<file path="config.mk">
export PLATFORM = sky130hd
export DESIGN_NAME = soet_track
export DESIGN_NICKNAME = d
export VERILOG_FILES = /design/src/sv/soet_pkg.sv /design/src/sv/soet_ram.sv /design/src/sv/soet_track.sv
export SDC_FILE = /design/constraint.sdc
export NUM_CORES = 2
export LEC_CHECK = 0
export BUFFER_PORTS_ARGS = -buffer_cell sky130_fd_sc_hd__buf_2
export CELL_PAD_IN_SITES_DETAIL_PLACEMENT = 2
export CELL_PAD_IN_SITES_GLOBAL_PLACEMENT = 2
export CORE_AREA = 5 5 326 488
export DETAILED_ROUTE_END_ITERATION = 12
export DIE_AREA = 0 0 331 493
export GPL_TIMING_DRIVEN = 0
export PLACE_DENSITY = 0.77
export SLEW_MARGIN = 20
export SYNTH_ARGS = -nofsm -noshare
export SYNTH_HDL_FRONTEND = slang
export SYNTH_SLANG_ARGS = --single-unit
</file>
<file path="constraint.sdc">
create_clock -name clk -period 54.6 [get_ports clk]
set_clock_uncertainty 0.1 [all_clocks]
set_input_delay 10.92 -clock clk [delete_from_list [all_inputs] [get_ports clk]]
set_output_delay 10.92 -clock clk [all_outputs]
set_load 0.03 [all_outputs]
</file>
<file path="src/sv/soet_pkg.sv">
// ----------------------------------------------------------------------------
// soet_pkg
// Shared widths, codes, stage payload types and helpers of the overlap tracker
// ----------------------------------------------------------------------------
package soet_pkg;

  localparam int PAIR_COUNT  = 1024;
  localparam int COORD_WIDTH = 24;
  localparam int SIZE_WIDTH  = 23;
  localparam int KIND_WIDTH  = 2;
  localparam int INDEX_WIDTH = 10;

  localparam int IDX_W = $clog2(PAIR_COUNT);
  // cap centers reach y +- (h - r): two more bits than a position
  localparam int PT_W  = COORD_WIDTH + 2;
  localparam int LIM_W = SIZE_WIDTH + 1;
  localparam int SQ_W  = 2 * PT_W;
  localparam int LSQ_W = 2 * LIM_W;

  localparam logic [KIND_WIDTH-1:0] KIND_BOX     = 2'd0;
  localparam logic [KIND_WIDTH-1:0] KIND_CIRCLE  = 2'd1;
  localparam logic [KIND_WIDTH-1:0] KIND_CAPSULE = 2'd2;
  // spare code, handled as a box
  localparam logic [KIND_WIDTH-1:0] KIND_OTHER   = 2'd3;

  typedef enum logic [1:0] {
    MODE_DIST,    // cap center / circle center distances
    MODE_CLAMP,   // circle against box, clamped closest point
    MODE_BOXBOX,  // axis separation of two boxes
    MODE_PIB      // capsule points inside a box
  } mode_t;

  typedef logic signed [COORD_WIDTH-1:0] coord_t;
  typedef logic [SIZE_WIDTH-1:0]         sz_t;
  typedef logic signed [SIZE_WIDTH:0]    off_t;
  typedef logic signed [PT_W-1:0]        pt_t;
  typedef logic [PT_W-1:0]               mag_t;
  typedef logic [LIM_W-1:0]              lim_t;
  typedef logic [SQ_W-1:0]               sq_t;
  typedef logic [LSQ_W-1:0]              lsq_t;
  typedef logic [IDX_W-1:0]              idx_t;

  typedef struct packed {
    logic [KIND_WIDTH-1:0] kind;
    coord_t                x;
    coord_t                y;
    sz_t                   r;
    sz_t                   h;
  } shape_t;

  typedef struct packed {
    idx_t   idx;
    shape_t a;
    shape_t b;
  } req_t;

  typedef struct packed {
    idx_t   idx;
    mode_t  mode;
    coord_t c_x;
    coord_t c_y;
    sz_t    c_r;
    sz_t    c_h;
    off_t   c_off;
    coord_t o_x;
    coord_t o_y;
    sz_t    o_r;
    sz_t    o_h;
    off_t   o_off;
  } roles_t;

  typedef struct packed {
    idx_t  idx;
    mode_t mode;
    pt_t   cx;
    pt_t   cy;
    pt_t   ctop;
    pt_t   cbot;
    pt_t   ox;
    pt_t   oy;
    pt_t   otop;
    pt_t   obot;
    pt_t   xlo;
    pt_t   xhi;
    pt_t   ylo;
    pt_t   yhi;
    lim_t  lim;
    lim_t  hlim;
  } points_t;

  typedef struct packed {
    idx_t       idx;
    mode_t      mode;
    mag_t       mx;
    mag_t [3:0] my;
    lim_t       lim;
    lim_t       hlim;
  } mags_t;

  typedef struct packed {
    idx_t       idx;
    mode_t      mode;
    sq_t        sx;
    sq_t  [3:0] sy;
    lsq_t       sl;
    logic       bx_ok;
    logic [3:0] by_ok;
  } sqr_t;

  function automatic mag_t absdiff(pt_t p, pt_t q);
    logic signed [PT_W:0] d;
    logic signed [PT_W:0] n;
    d = (PT_W+1)'(p) - (PT_W+1)'(q);
    n = -d;
    return d[PT_W] ? n[PT_W-1:0] : d[PT_W-1:0];
  endfunction

  function automatic pt_t clampv(pt_t v, pt_t lo, pt_t hi);
    pt_t r;
    if (v < lo) begin
      r = lo;
    end else if (v > hi) begin
      r = hi;
    end else begin
      r = v;
    end
    return r;
  endfunction

endpackage

</file>
<file path="src/sv/soet_ram.sv">
// ----------------------------------------------------------------------------
// soet_ram
// Generic single write port, single read port RAM with registered read
// ----------------------------------------------------------------------------
module soet_ram #(
  parameter int  WIDTH = 1,
  parameter int  DEPTH = 2,
  localparam int AW    = (DEPTH > 1) ? $clog2(DEPTH) : 1
) (
  input  logic             clk,
  input  logic             we,
  input  logic [AW-1:0]    waddr,
  input  logic [WIDTH-1:0] wdata,
  input  logic             re,
  input  logic [AW-1:0]    raddr,
  output logic [WIDTH-1:0] rdata
);

  logic [WIDTH-1:0] mem [DEPTH];

  // read returns the old word on a same-address write
  always_ff @(posedge clk) begin
    if (we) begin
      mem[waddr] <= wdata;
    end
    if (re) begin
      rdata <= mem[raddr];
    end
  end

endmodule

</file>
<file path="src/sv/soet_track.sv">
// ----------------------------------------------------------------------------
// soet_track
// Overlap decision, per-pair history memory with forwarding, result register
// ----------------------------------------------------------------------------
module soet_track import soet_pkg::*; (
  input  logic clk,
  input  logic rst,
  input  logic en,
  input  logic rd_v,
  input  idx_t rd_idx,
  input  logic in_v,
  input  sqr_t sq,
  output logic busy,
  output logic out_v,
  output logic overlapping,
  output logic begin_event,
  output logic end_event
);

  idx_t                clr_addr;
  idx_t                last_idx;
  logic [3:0]          fits;
  logic                now, prev;
  logic                we;
  idx_t                waddr;
  logic [0:0]          wdata;
  logic [0:0]          rdata;

  // clearing pass after reset
  always_ff @(posedge clk) begin
    if (rst) begin
      busy     <= 1'b1;
      clr_addr <= '0;
    end else if (busy) begin
      clr_addr <= clr_addr + 1'b1;
      if (clr_addr == IDX_W'(PAIR_COUNT - 1)) begin
        busy <= 1'b0;
      end
    end
  end

  always_comb begin
    for (int k = 0; k < 4; k++) begin
      fits[k] = ((SQ_W+1)'(sq.sx) + (SQ_W+1)'(sq.sy[k])) <= (SQ_W+1)'(sq.sl);
    end
    unique case (sq.mode)
      MODE_BOXBOX: now = sq.bx_ok && sq.by_ok[0];
      MODE_PIB:    now = sq.bx_ok && (|sq.by_ok[2:0]);
      default:     now = |fits;
    endcase
    // the item just ahead was written on the edge this one was read
    prev  = (out_v && (last_idx == sq.idx)) ? overlapping : rdata[0];
    we    = busy || (en && in_v);
    waddr = busy ? clr_addr : sq.idx;
    wdata = busy ? 1'b0 : now;
  end

  soet_ram #(
    .WIDTH (1),
    .DEPTH (PAIR_COUNT)
  ) u_hist (
    .clk   (clk),
    .we    (we),
    .waddr (waddr),
    .wdata (wdata),
    .re    (en && rd_v),
    .raddr (rd_idx),
    .rdata (rdata)
  );

  always_ff @(posedge clk) begin
    if (rst) begin
      out_v <= 1'b0;
    end else if (en) begin
      out_v <= in_v;
    end
    if (en) begin
      last_idx    <= sq.idx;
      overlapping <= now;
      begin_event <= now && !prev;
      end_event   <= prev && !now;
    end
  end

  a_no_item_while_clearing: assert property (@(posedge clk) disable iff (rst)
    busy |-> (!in_v && !rd_v))
    else $error("item in flight during history clear");

  a_events_exclusive: assert property (@(posedge clk) disable iff (rst)
    out_v |-> !(begin_event && end_event))
    else $error("begin and end event together");

  a_begin_needs_overlap: assert property (@(posedge clk) disable iff (rst)
    (out_v && begin_event) |-> overlapping)
    else $error("begin event without overlap");

  a_end_needs_clear: assert property (@(posedge clk) disable iff (rst)
    (out_v && end_event) |-> !overlapping)
    else $error("end event while overlapping");

endmodule
</file>
* Word level (Yosys, flattened, before mapping)
Memory sizes are Yosys's and may differ from the RTL's. A register that Yosys moved wholly into a read port is not among the register bits. Cells that the tools add are included.
Word-level totals: flip-flop bits (word level) 25, output and inout port bits 5, RAM bits 1024, word-level logic and storage cells 41, bits of input ports 340, memories 1
Operators by class: multiplexer cells 8, equality and inequality tests 4, $add $sub $neg 5, reduce and logical (&&, ||, !) cells 12, $lt $le $gt $ge 4
Memories:
- u_hist.mem | words 1024, bits a word 1, rd ports 1, clocked after memory_dff 1, wr ports 1, line soet_ram.sv:19 | logic [WIDTH-1:0] mem [DEPTH];
Operator list (number):
- $add 52x52->53 | 4
- $le 53x48->1 | 4
- $add 10x1->10 const B | 1
- $eq 10x10->1 | 1
- $eq 10x10->1 const B | 1
- $mux 10 | 1
- $logic_and 1x1->1 | 7
- $mux 1 | 6
- $eq 2x2->1 const B | 2
- $reduce_or 4->1 | 1
- $reduce_or 3->1 | 1
- $logic_not 1->1 | 2
- $pmux 1 s2 | 1
- $logic_or 1x1->1 | 1

* Logic depth before layout (Yosys ltp)
word-level depth 6, gate-level depth with buffers 26, gate-level depth less buffers 26

* Hierarchy
A second synthesis with hierarchy kept.
Unflattened totals: cells, all modules 5599, area total of the unflattened synthesis 62436.1 µm²
By module, submodules not included:
- soet_ram | area each 44666.6 µm², cells an instance 3112, times used 1, sequential area each 30779.5 µm²
- soet_track | area each 17769.5 µm², cells an instance 2487, times used 1, sequential area each 630.6 µm²

* Worst setup path after synthesis
No wires, ideal clock.
path type in2reg, from input sq[105] in the netlist's numbering, to memory u_hist.mem[0], data pin, slack 10603 ps, library setup time 4960 ps, arrival 38938 ps, buffers on the path 0, stages 26, data required time 49540 ps, cells stage by stage ha_1 inv_1 fa_1 nor2b_1 o31a_1 o311a_1 o31a_1 a21o_1 a31o_2 a31oi_1 o21ai_0 a31oi_1 o21ai_0 xor2_1 ha_1 nand4_1 or3_1 or3_1 a2bb2oi_1 o31ai_1 nand3_1 inv_1 a41oi_1 o22ai_1 a221oi_1 nor2_1
Between the ends: longest elaborated chain between the ends 5
Ends and longest elaborated chain:
- from (decl) | line soet_track.sv:12 | input sqr_t sq,
- $add 52x52->53 | line soet_track.sv:44 | fits[k] = ((SQ_W+1)'(sq.sx) + (SQ_W+1)'(sq.sy[k])) <= (SQ_W+1)'(sq.sl);
- $le 53x48->1 | line soet_track.sv:44
- $reduce_or 4->1 | line soet_track.sv:49 | default: now = |fits;
- $pmux 1 s2 | line soet_track.sv:46 | unique case (sq.mode)
- $mux 1 | line soet_track.sv:55 | wdata = busy ? 1'b0 : now;
- via u_hist.wdata | line soet_ram.sv:13 | input logic [WIDTH-1:0] wdata,
- to (decl) | line soet_ram.sv:19
The timed path passes the listed nets, and every way through them passes these cells.

* Worst setup path after layout
from input sq[262] in the netlist's numbering, to memory u_hist.mem[187], data pin
Between the ends: longest elaborated chain between the ends 5, elaborated cells on any way between the ends 11, classes of those cells add/sub: 4; order compare: 4; mux: 2; reduce/logical: 1
Ends and longest elaborated chain (line):
- $add 52x52->53 | soet_track.sv:44
- $le 53x48->1 | soet_track.sv:44
- $reduce_or 4->1 * | soet_track.sv:49
- $pmux 1 s2 * | soet_track.sv:46
- $mux 1 * | soet_track.sv:55
- via u_hist.wdata | soet_ram.sv:13
The timed path passes the listed nets; every way through them passes the cells marked *.

==> results.sh <==
export IMPL_status="finished, final reports clean"
export IMPL_ys_warn_count=0
export IMPL_r2r_worst_path_cells=7
export IMPL_viasPerCell=6.26
export IMPL_ys_seq_area_frac=0.513
export IMPL_die_x_um=331
export IMPL_root_buffer="clkbuf_16"
export IMPL_rsz0062_at_grt="no"
export IMPL_place_congestion=0.935
export IMPL_critPathArrivalTime_ns=20.26
export IMPL_post_dp_hpwl_um=214000
export IMPL_syn_area_um2=61300
export IMPL_synth_top_cells_by_count="nor2_1 (1186), edfxtp_1 (1038), ha_1 (401), mux4_2 (341), a21oi_1 (298)"
export IMPL_fin_crit_sh=0.363
export IMPL_worst_hold_path_type="reg -> reg"
export IMPL_grt_pass1_vias=53100
export IMPL_ir_worst_vdd_v=0.0000246
export IMPL_critical_path_class="in -> reg"
export IMPL_cts_max_level=3
export IMPL_crit_start="sq[262]"
export IMPL_grt_overflow=0
export IMPL_critPathRequiredTime_ns=55.04
export IMPL_placed_area_um2=66700
export IMPL_hold_start="clr_addr[0]"
export IMPL_max_cap_viol_count=0
export IMPL_syn_num_nets=5951
export IMPL_drive_above_1_share=0.170
export IMPL_synth_top_area_frac=0.509
export IMPL_clockBufferDepth=3
export IMPL_io_pin_count=345
export IMPL_yosysUniqueCellTypes=75
export IMPL_cts_sinks=1050
export IMPL_track_usage=0.340
export IMPL_routed_wire_length_per_instance_um=36.3
export IMPL_die_area_um2=163000
export IMPL_synthTopCellsByArea="edfxtp_1 (51%), mux4_2 (13%), ha_1 (8.2%)"
export IMPL_reg2reg_slack_ns=49.65
export IMPL_worst_path_max_delay_cell="o311ai_1"
export IMPL_final_area_um2=69900
export IMPL_core_um2=154000
export IMPL_hold_viol_final=0
export IMPL_synth_edf_count=1038
export IMPL_netlist_instances=5206
export IMPL_routed_wl_um=285000
export IMPL_rr_endpoint="u_hist.mem[582]"
export IMPL_hold_ws_ns=0.460
export IMPL_start_util=0.397
export IMPL_synth_ff_type="edfxtp_1"
export IMPL_final_antenna_net_count=0
export IMPL_portBuffers=337
export IMPL_rows=177
export IMPL_power_density_nw_per_um2=28.1
export IMPL_drt_iter0_markers=4737
export IMPL_numCtsBuffers=91
export IMPL_avgSynthCellArea_um2=11.8
export IMPL_power_mw=1.97
export IMPL_clk_latency_ns=0.73
export IMPL_cts_tree="done"
export IMPL_critPathLaunchType="input pin"
export IMPL_synth_top_area_cell="edfxtp_1"
export IMPL_setup_viol=0
export IMPL_p_leak_nw=25.0
export IMPL_ys_ff_latch=1050
export IMPL_end_kind="flip-flop"
export IMPL_drv_slew=0
export IMPL_grt_max_degree=46
export IMPL_fmax_ghz=0.0505
export IMPL_setup_tns_ns=0
export IMPL_postLayoutCoreUtil=0.453
export IMPL_syn2layout_area_growth_pct=14.1
export IMPL_fp_dieH_um=493
export IMPL_cts_setup_buffers=0
export IMPL_cpPeakStageDelay_ns=0.84
export IMPL_synth_most_common_cell="nor2_1"
export IMPL_drc=0
export IMPL_vias=49100
export IMPL_dr_pass1_iters=6
export IMPL_reg2reg_from="busy"
export IMPL_grt_pass1_wl_um=392000
export IMPL_clk_pin_slew_ns=0.07
export IMPL_cp_endpoint="u_hist.mem[187]"
export IMPL_worst_pin_slew_ns=1.30
export IMPL_async_flop_share=0
export IMPL_hold_buffers=0
export IMPL_crit_fanout=42
export IMPL_period_minus_slack_ns=19.82
export IMPL_cts_resized=0
export IMPL_relSlewSlack=0.130
export IMPL_final_net_count=6432
export IMPL_antenna_found_initial=40
## cells by family (layout without fill, tap and decap cells)
logic type,after synthesis,count (layout),synth area share
AO/OA/AOI/OAI,883,883,0.0915
other,0,28,0
XOR/XNOR,205,205,0.0293
AND/OR/NAND/NOR,1846,1846,0.127
flip-flops,1050,1050,0.513
buffers and inverters,464,1019,0.0291
adder cells (fa/ha/maj),405,405,0.0832
multiplexers,353,353,0.127
## power by group
group / internal (mW) / total (mW) / switching (mW)
clock network: 0.386 / 0.708 / 0.322
logic: 0.143 / 0.384 / 0.242
registers: 0.873 / 0.874 / 0.000953
## registers in the layout (all words and copies together) (netlist names)
signal	count
end_event	1
clr_addr	10
begin_event	1
overlapping	1
out_v	1
busy	1
u_hist.mem	1024
u_hist.rdata	1
last_idx	10
## cell usage in the layout (no fill, tap or decap), types with 43 or more instances in the layout
cell and count:
nor3_1 43, nand2_1 278, nand4_1 88, ha_1 401
nor2_1 1184, inv_1 123, buf_2 373, clkbuf_16 92
xnor2_1 134, a21oi_1 298, xor2_1 71, nand3_1 81
edfxtp_1 1038, clkbuf_2 44, clkbuf_1 253, mux4_2 341
a21o_1 127, o21ai_0 156
## per-layer routing
layer,part of all wire,track usage
met1,0.33,0.355
met2,0.50,0.600
met3,0.072,0.0569
met4,0.10,0.273
met5,0.00056,0
## cell type report
type,instances,area [um2]
Multi-Input combinational cell,3692,28200
Sequential cell,1050,31400
Clock inverter,65,768
Antenna cell,28,70.1
Fill cell,15800,84400
Tap cell,2058,2570
Timing Repair Buffer,388,2710
Clock buffer,102,2340
Inverter,123,462
Buffer,341,1390
## worst min-delay path by stage
stage,end,slack (ns),cells past startpoint
final,clr_addr[0],0.46,2
after floorplan,clr_addr[0],0.39,2
after global placement,clr_addr[0],0.43,2
after CTS,clr_addr[0],0.46,2
after detailed placement,busy,0.45,2
after global routing,out_v,0.50,2
## critical path, delay by kind of cell
| family | cells | cell delay [ns] |
|---|---|---|
| buffers and inverters | 7 | 1.52 |
| xor gates and xnor gates | 1 | 0.11 |
| adders and majority gates | 2 | 0.81 |
| AOI/OAI and AO/OA | 9 | 3.83 |
| and+or+nand+nor | 8 | 2.95 |
## through the flow
step           worst slack (ns)  std cells
2_1_floorplan             10.60       5206
3_3_place_gp             -10.50       7601
3_5_place_dp              34.24       7649
4_1_cts                   34.93       7816
5_1_grt                   34.79       7823
6_report                  34.78       7847
(Power assumes the default switching activity.)
